## config.mk

```make
export PLATFORM = sky130hd
export DESIGN_NAME = servo_command_text_parser_flat
export DESIGN_NICKNAME = d
export VERILOG_FILES = /design/src/design/scp_pkg.sv /design/src/design/scp_if.sv /design/src/design/servo_command_text_parser.sv /design/src/flat_wrapper.sv
export SDC_FILE = /design/constraint.sdc
export NUM_CORES = 1
export LEC_CHECK = 0
export ABC_AREA = 1
export BUFFER_PORTS_ARGS = -buffer_cell sky130_fd_sc_hd__buf_4
export CORE_ASPECT_RATIO = 1.25
export CORE_MARGIN = 2
export CORE_UTILIZATION = 50
export DETAILED_ROUTE_END_ITERATION = 12
export GPL_TIMING_DRIVEN = 0
export HOLD_SLACK_MARGIN = 0.03
export PLACE_DENSITY = 0.65
export SYNTH_ARGS = -nofsm -noshare
export SYNTH_HDL_FRONTEND = slang
export SYNTH_SLANG_ARGS = --single-unit
```

## constraint.sdc

```tcl
create_clock -name clk -period 5.9 [get_ports clk]
set_clock_uncertainty 0.05 [all_clocks]
set_input_delay 1.18 -clock clk [delete_from_list [all_inputs] [get_ports clk]]
set_output_delay 1.18 -clock clk [all_outputs]
set_load 0.01 [all_outputs]
```

## src/design/scp_pkg.sv

```systemverilog
package scp_pkg;

	localparam int unsigned ByteW = 8;
	localparam int unsigned AccW = 16;

	localparam logic [1:0] PH_IDLE = 2'd0;
	localparam logic [1:0] PH_NUMBER = 2'd1;
	localparam logic [1:0] PH_PULSE = 2'd2;
	localparam logic [1:0] PH_TIME = 2'd3;

	localparam logic [ByteW-1:0] CH_HASH = 8'h23;
	localparam logic [ByteW-1:0] CH_P = 8'h50;
	localparam logic [ByteW-1:0] CH_T = 8'h54;
	localparam logic [ByteW-1:0] CH_BANG = 8'h21;
	localparam logic [ByteW-1:0] CH_ZERO = 8'h30;

	typedef logic [AccW-1:0] acc_t;

	function automatic acc_t scp_mac10(input acc_t acc, input logic [ByteW-1:0] ch);
		acc_t times8;
		acc_t times2;
		times8 = {acc[AccW-4:0], 3'b000};
		times2 = {acc[AccW-2:0], 1'b0};
		return acc_t'(times8 + times2 + acc_t'(ch) - acc_t'(CH_ZERO));
	endfunction

endpackage

```

## src/design/scp_if.sv

```systemverilog
interface scp_rx_if import scp_pkg::*; ();
	logic valid;
	logic ready;
	logic [ByteW-1:0] rx_byte;
	logic end_of_buffer;

	modport source(output valid, output rx_byte, output end_of_buffer, input ready);
	modport sink(input valid, input rx_byte, input end_of_buffer, output ready);
endinterface

interface scp_cmd_if import scp_pkg::*; ();
	logic valid;
	logic ready;
	acc_t servo_number;
	acc_t pulse_value;
	acc_t move_duration;

	modport source(output valid, output servo_number, output pulse_value,
		output move_duration, input ready);
	modport sink(input valid, input servo_number, input pulse_value,
		input move_duration, output ready);
endinterface

```

## src/design/servo_command_text_parser.sv

```systemverilog
// Servo command text parser.
//
// The rx channel carries one character of command text per beat, such as
// "#000P1500T1000!", or an end-of-buffer mark that ends the string.
// The cmd channel carries one parsed command per beat: servo number, pulse
// value and move duration, each a 16-bit decimal accumulation modulo 2^16.
// A command is emitted by a '!' or an end-of-buffer mark in the time field.
//
// Throughput is one rx beat per cycle unless a command beat is stalled.
// A command beat is presented on the cycle after the beat that closes it,
// from the output register. The parse phase and the current field's
// accumulator update together, so only a stall cuts the character rate.
//
// Reset puts the parser in the idle phase, clears the accumulators and
// drops cmd valid. While a command waits on a stalled receiver, rx ready is
// low and no beat is taken, whether or not it would close a command; ready
// follows cmd ready whenever the output register is full.
module servo_command_text_parser import scp_pkg::*; (
	input logic clk,
	input logic arst_n,
	scp_rx_if.sink rx,
	scp_cmd_if.source cmd
);

	logic [1:0] phase_q;
	acc_t number_q;
	acc_t pulse_q;
	acc_t duration_q;
	logic out_valid_q;
	acc_t out_number_q;
	acc_t out_pulse_q;
	acc_t out_duration_q;

	logic accept;
	logic emit;

	assign rx.ready = !out_valid_q || cmd.ready;
	assign accept = rx.valid && rx.ready;
	assign emit = (phase_q == PH_TIME) && (rx.end_of_buffer || rx.rx_byte == CH_BANG);

	always_ff @(posedge clk or negedge arst_n) begin
		if (!arst_n) begin
			phase_q <= PH_IDLE;
			number_q <= '0;
			pulse_q <= '0;
			duration_q <= '0;
		end else if (accept) begin
			if (rx.end_of_buffer) begin
				phase_q <= PH_IDLE;
			end else begin
				case (phase_q)
					PH_IDLE: begin
						if (rx.rx_byte == CH_HASH) begin
							number_q <= '0;
							phase_q <= PH_NUMBER;
						end else if (rx.rx_byte == CH_P) begin
							pulse_q <= '0;
							phase_q <= PH_PULSE;
						end else if (rx.rx_byte == CH_T) begin
							duration_q <= '0;
							phase_q <= PH_TIME;
						end
					end
					PH_NUMBER: begin
						if (rx.rx_byte == CH_P) begin
							pulse_q <= '0;
							phase_q <= PH_PULSE;
						end else begin
							number_q <= scp_mac10(number_q, rx.rx_byte);
						end
					end
					PH_PULSE: begin
						if (rx.rx_byte == CH_T) begin
							duration_q <= '0;
							phase_q <= PH_TIME;
						end else begin
							pulse_q <= scp_mac10(pulse_q, rx.rx_byte);
						end
					end
					default: begin
						if (rx.rx_byte == CH_BANG) begin
							phase_q <= PH_IDLE;
						end else begin
							duration_q <= scp_mac10(duration_q, rx.rx_byte);
						end
					end
				endcase
			end
		end
	end

	always_ff @(posedge clk or negedge arst_n) begin
		if (!arst_n) begin
			out_valid_q <= 1'b0;
		end else if (accept) begin
			out_valid_q <= emit;
		end else if (cmd.ready) begin
			out_valid_q <= 1'b0;
		end
	end

	always_ff @(posedge clk) begin
		if (accept && emit) begin
			out_number_q <= number_q;
			out_pulse_q <= pulse_q;
			out_duration_q <= duration_q;
		end
	end

	assign cmd.valid = out_valid_q;
	assign cmd.servo_number = out_number_q;
	assign cmd.pulse_value = out_pulse_q;
	assign cmd.move_duration = out_duration_q;

endmodule

```

## src/flat_wrapper.sv

```systemverilog
// flat-port wrapper written by rule: the top's interface ports become plain ports
module servo_command_text_parser_flat import scp_pkg::*;
  (clk, arst_n, rx_valid, rx_rx_byte, rx_end_of_buffer, rx_ready, cmd_valid, cmd_servo_number, cmd_pulse_value, cmd_move_duration, cmd_ready);
  scp_rx_if rx_i ();
  scp_cmd_if cmd_i ();
  input logic clk;
  input logic arst_n;
  input wire logic [$bits(rx_i.valid)-1:0] rx_valid;
  input wire logic [$bits(rx_i.rx_byte)-1:0] rx_rx_byte;
  input wire logic [$bits(rx_i.end_of_buffer)-1:0] rx_end_of_buffer;
  output wire logic [$bits(rx_i.ready)-1:0] rx_ready;
  output wire logic [$bits(cmd_i.valid)-1:0] cmd_valid;
  output wire logic [$bits(cmd_i.servo_number)-1:0] cmd_servo_number;
  output wire logic [$bits(cmd_i.pulse_value)-1:0] cmd_pulse_value;
  output wire logic [$bits(cmd_i.move_duration)-1:0] cmd_move_duration;
  input wire logic [$bits(cmd_i.ready)-1:0] cmd_ready;
  assign rx_i.valid = rx_valid;
  assign rx_i.rx_byte = rx_rx_byte;
  assign rx_i.end_of_buffer = rx_end_of_buffer;
  assign rx_ready = rx_i.ready;
  assign cmd_valid = cmd_i.valid;
  assign cmd_servo_number = cmd_i.servo_number;
  assign cmd_pulse_value = cmd_i.pulse_value;
  assign cmd_move_duration = cmd_i.move_duration;
  assign cmd_i.ready = cmd_ready;
  servo_command_text_parser u_core (.clk(clk), .arst_n(arst_n), .rx(rx_i), .cmd(cmd_i));
endmodule
```

==> run metrics, run 1 <==
status=finished with violations; failing checks=DRC; Fin Setup TNS=0 ns; global-route wire length before repair=26800 microns; Setup crit end kind=flip-flop; #FFs+latches synth=between 90 and 100; hold slack=between 0.3 and 0.4 ns; Max Slew Vio Count=0; maximum clock insertion buffer count=2; CP Max Fanout=5; post-synthesis sequential area ratio=36.7%; RSZ-0062 raised after global routing=false; mean post-synth cell area=between 8 and 9 sq um; drt total wl=15600 microns; DR vias=5627; post-DP HPWL=12400 microns; vias in the first global route=5781; worst flop-to-flop path endpoint=u_core.number_q[15]$_DFFE_PN0P_; num rows=49; fillcell total=1318; WL/cell=about 14 microns; commonest non-fill, non-tap cell in the layout=nand2_1; Die W=113 microns; Hold Path Stages=0; number of synthesized flops with an enable pin=48; worst-path cell chain=buf_4 -> inv_2 -> fa_1 -> inv_1 -> ha_1 -> ha_1 -> inv_1 -> fa_1 -> o21ai_0 -> nand3_1 -> nand3_1 -> nand2_1 -> nand3_1 -> nand2_1; Resize count post-CTS=0; Clk Latency, worst-skew pair=0.36 ns; CTS Hold Bufs=0; Syn Nets=1013; Final setup viols=0; ys flop type=dfrtp_1; Cell Area, Synth=0.00741 sq mm; CTS root buf=clkbuf_16; Core ar.=0.0145 sq mm; # diodes=0; Tot GR Track Use=21.4%; min cycle time layout=~3.6 ns; fmax=0.276 GHz; required time of the critical path=6.09 ns; drt pass-1 iters=8; Vias/cell=around 5; Initial Util=51.2%; share of layout cells above drive strength 1=between 10% and 20%; CTS Sinks=99; Setup CP Type=primary input to flip-flop; r2r startpoint=u_core.number_q[0]$_DFFE_PN0P_; Slew @ Worst Pin=roughly 0.7 ns; Async SR Flop Fraction=51.5%; slowest stage cell on the critical path=fa_1; headroom to the max-slew limit=52.3%; worst hold endpoint=u_core.cmd.servo_number[11]$_DFFE_PP_; # H-tree levels=3; most frequent cells in the layout=nand2_1 (221), inv_1 (188), ha_1 (107), buf_4 (63), nand3_1 (52); total gr overflow=0; critical path startpoint category=primary input; initial antenna violation count=0; Reg clk slew, reported paths=0.07 ns; nets=~1.1k; number of port buffers=a little over 60; Die Ht=roughly 140 microns; reg2reg setup slack=2.82 ns; die area=0.0158 sq mm; DRC viols=4; gpl congestion=0.898; area delta synth->final=14.0%; Setup WS post-layout=2.28 ns; Syn Inst Count=875; Final Hold Violating Endpoints=0; io pins=63; most used cell, CP=nand3_1; largest net degree at the start of global routing=52; hold_sp=u_core.number_q[11]$_DFFE_PN0P_; number of synthesis warnings=0; Worst Hold Class=flip-flop to flip-flop; critical path arrival=3.82 ns; Netlist cell types=38; slowest stage delay, CP=0.53 ns; crit share post-route=61.4%; TritonCTS clock tree=yes; post-CTS setup buffers=0; Final ANT Viol Nets=0; 1st-iter DRT viols=217; Max Cap Violations=0; CTS buffer count=9; Worst R2R Path Depth=13; Setup WS pre-CTS=about 1.9 ns
[layer usage]
metal  vias to the layer above  routed length (microns)  track usage (%)
li1                       2913                        -                -
met1                      2619                     6520             24.8
met2                        72                     8340             39.7
met3                        23                      372             2.55
met4                         0                      361             8.92
met5                         -                        0                0
[flip-flops by register name (all words and copies together) (netlist names)]
register and cells:
u_core.cmd.pulse_value 16, u_core.cmd.servo_number 16, u_core.cmd.move_duration 16, u_core.cmd.valid 1, u_core.duration_q 16, u_core.pulse_q 16
u_core.number_q 16, u_core.phase_q 2
[through the flow]
step	cells	cell area, sq um	util [%]
3_3_place_gp	1115	8100	56.0
2_1_floorplan	875	7410	-
6_report	1132	8450	58.4
5_1_grt	1132	8450	58.4
3_5_place_dp	1116	8120	56.1
4_1_cts	1132	8450	58.4
[worst max-delay path, delay by kind of cell]
kind	cells	cell delay, ns
AOI/OAI and AO/OA	1	0.43
adders and majority gates	4	1.40
buffers and inverters	4	0.27
and+or+nand+nor	5	0.52
[final cells by class]
cell class / instances / area [sq um] / area share [%]
sequential: 99 / 2720 / 32.2
multi-input combinational: 575 / 3920 / 46.4
timing repair buffer: 63 / 485 / 5.75
buffer: 3 / 30.0 / 0.356
clock buffer: 11 / 243 / 2.87
clock inverter: 5 / 85.1 / 1.01
inverter: 198 / 743 / 8.80
tap: 178 / 223 / 2.64
[synthesized netlist by cell type (5+ instances only)]
| cell | n | area [sq um] |
|---|---|---|
| o22ai_2 | 5 | 62.6 |
| xor2_1 | 12 | 105 |
| nand2_1 | 221 | 830 |
| nor2_1 | 44 | 165 |
| a21o_1 | 5 | 37.5 |
| o21ai_1 | 13 | 65.1 |
| nand3_1 | 52 | 260 |
| ha_1 | 107 | 1340 |
| fa_1 | 18 | 360 |
| nand2_2 | 6 | 37.5 |
| a21oi_1 | 20 | 100 |
| o21ai_0 | 18 | 90.1 |
| edfxtp_1 | 48 | 1440 |
| inv_1 | 189 | 709 |
| dfrtp_1 | 51 | 1280 |
| nand4_1 | 10 | 62.6 |
| inv_2 | 9 | 33.8 |
| xnor2_1 | 12 | 105 |
[worst max path at each step]
stage,from,endpoint,slack [ns],depth (start not counted)
2_1_floorplan,rx_rx_byte[3],u_core.number_q[15]$_DFFE_PN0P_,2.35,13
3_3_place_gp,rx_rx_byte[3],u_core.cmd.servo_number[13]$_DFFE_PP_,1.91,8
3_5_place_dp,rx_rx_byte[3],u_core.number_q[15]$_DFFE_PN0P_,1.91,14
4_1_cts,rx_rx_byte[3],u_core.number_q[15]$_DFFE_PN0P_,2.29,14
5_1_grt,rx_rx_byte[3],u_core.number_q[15]$_DFFE_PN0P_,2.05,14
6_report,rx_rx_byte[3],u_core.number_q[15]$_DFFE_PN0P_,2.28,14
[cells by family (layout without fill, tap and decap cells)]
| family | after synthesis | in the layout | synth area share [%] |
|---|---|---|---|
| XOR/XNOR | 24 | 24 | 2.84 |
| flip-flops | 99 | 99 | 36.7 |
| adder cells (fa/ha/maj) | 125 | 125 | 22.9 |
| buffers and inverters | 201 | 280 | 10.4 |
| AO/OA/AOI/OAI | 69 | 69 | 5.66 |
| AND/OR/NAND/NOR | 357 | 357 | 21.5 |
Power of run 1 is not shown: default switching activity piles up to over one toggle a cycle in this logic, so the estimate is an artifact.
==> inputs of run 2 (changes only) <==
--- a/config.mk
+++ b/config.mk
@@ -13,7 +13,7 @@
 export DETAILED_ROUTE_END_ITERATION = 12
 export GPL_TIMING_DRIVEN = 0
 export HOLD_SLACK_MARGIN = 0.03
-export PLACE_DENSITY = 0.65
+export PLACE_DENSITY = 0.67
 export SYNTH_ARGS = -nofsm -noshare
 export SYNTH_HDL_FRONTEND = slang
 export SYNTH_SLANG_ARGS = --single-unit
==> constraint.sdc (replaced) <==
create_clock -name clk -period 3.2 [get_ports clk]
set_clock_uncertainty 0.05 [all_clocks]
set_input_delay 0.64 -clock clk [delete_from_list [all_inputs] [get_ports clk]]
set_output_delay 0.64 -clock clk [all_outputs]
set_load 0.01 [all_outputs]
==> run 2 against run 1 <==
First-iteration DRC count up 18%. Hold slack worse by 0.11 ns. Via count up 0.32%. Wire length up 0.89%. Count of clock-buffer cells in the layout down 2. The flow still finishes with violations (DRC). Flip-flop and latch count unchanged. Non-clock buffer count unchanged.
==> run metrics, run 2 (same netlist as run 1, synthesis figures left out) <==
share of layout cells above drive strength 1=13.0%; Tot GR Track Use=21.5%; DRC viols=7; CTS buffer count=9; post-CTS setup buffers=0; # diodes=0; Setup crit end kind=flip-flop; gpl congestion=0.873; TritonCTS clock tree=yes; most frequent cells in the layout=nand2_1 (221), inv_1 (188), ha_1 (107), buf_4 (63); drt pass-1 iters=8; critical path startpoint category=flip-flop; Vias/cell=4.99; Final Hold Violating Endpoints=0; Die W=113 microns; fmax=about 0.34 GHz; largest net degree at the start of global routing=52; failing checks=DRC; maximum clock insertion buffer count=2; post-DP HPWL=12600 microns; Initial Util=between 50% and 60%; Core ar.=0.0145 sq mm; placed cell area=a little over 0.008 sq mm; vias in the first global route=about 5.7k; area delta synth->final=13.7%; num rows=between 40 and 50; Worst Hold Class=primary input to asynchronous set/reset pin; Setup CP Type=flip-flop to flip-flop; commonest non-fill, non-tap cell in the layout=nand2_1; RSZ-0062 raised after global routing=false; required time of the critical path=3.40 ns; total gr overflow=0; CTS Sinks=99; 1st-iter DRT viols=about 260; drt total wl=15700 microns; min cycle time layout=approximately 3.0 ns; io pins=63; Max Slew Vio Count=0; initial antenna violation count=0; WL/cell=around 14 microns; headroom to the max-slew limit=52.1%; global-route wire length before repair=26800 microns; crit share post-route=92.9%; nets=1087; DR vias=5645; die area=0.0158 sq mm; Die Ht=140 microns; CP Max Fanout=5; CTS Hold Bufs=0; status=finished with violations; Max Cap Violations=0; Final setup viols=0; critical path arrival=3.17 ns; Clk Latency, worst-skew pair=0.36 ns; Slew @ Worst Pin=0.719 ns; # H-tree levels=3; Reg clk slew, reported paths=around 0.070 ns; cell area after layout=0.00842 sq mm; Final ANT Viol Nets=0; CTS root buf=clkbuf_16; number of port buffers=62
## run 2: worst paths after layout
check,from,endpoint,slack [ns],depth (start not counted)
worst min register to register,u_core.number_q[7]$_DFFE_PN0P_,u_core.cmd.servo_number[7]$_DFFE_PP_,0.40,0
min in group clk,u_core.number_q[7]$_DFFE_PN0P_,u_core.cmd.servo_number[7]$_DFFE_PP_,0.40,0
worst max register to register,u_core.pulse_q[0]$_DFFE_PN0P_,u_core.pulse_q[15]$_DFFE_PN0P_,0.23,15
worst max-delay path,u_core.pulse_q[0]$_DFFE_PN0P_,u_core.pulse_q[15]$_DFFE_PN0P_,0.23,15
worst min-delay path,arst_n,u_core.phase_q[1]$_DFFE_PN0P_,0.29,1
max in group asynchronous,arst_n,u_core.number_q[1]$_DFFE_PN0P_,2.34,1
## run 2: area by class of cell
cell class | instances | area (sq um)
fill | 1348 | 6050
multi-input combinational | 575 | 3920
sequential | 99 | 2720
inverter | 198 | 743
timing repair buffer | 63 | 485
clock buffer | 9 | 225
tap | 178 | 223
clock inverter | 7 | 73.8
buffer | 3 | 30.0
## run 2: repair_timing
action                                  in CTS  in global routing
endpoints found under the setup margin       0                  3
endpoints found under the hold margin        0                  0
resized for setup                            0                  2
## run 2: worst max-delay path, stage by stage, from the launching register on
cell,delay (ns)
dfrtp_1,0.44
inv_1,0.09
fa_1,0.50
inv_1,0.04
ha_1,0.27
ha_1,0.23
inv_1,0.08
fa_1,0.36
inv_1,0.13
nand3_1,0.08
nand3_1,0.18
nand3_1,0.13
nand3_1,0.09
nand2_1,0.05
nand3_1,0.08
nand2_1,0.05
## run 2: metal layers
metal	wire, microns	vias up	track usage [%]
li1	-	2912	-
met1	6500	2621	25.3
met2	8410	86	39.7
met3	437	26	2.21
met4	381	0	8.86
met5	0	-	0
## run 2: per-stage QoR
step	hold slack (ns)	setup slack [ns]	instances	utilization (%)	TNS [ns]
floorplan	0.294	0.188	875	-	0
global placement	0.378	-0.204	1115	56.0	-10.47
detailed placement	0.388	-0.211	1116	56.1	-1.26
CTS	0.313	0.134	1132	58.2	0
global route	0.353	0.0294	1132	58.2	0
finish	0.287	0.226	1132	58.2	0
Power of run 2 is left out for the same reason.
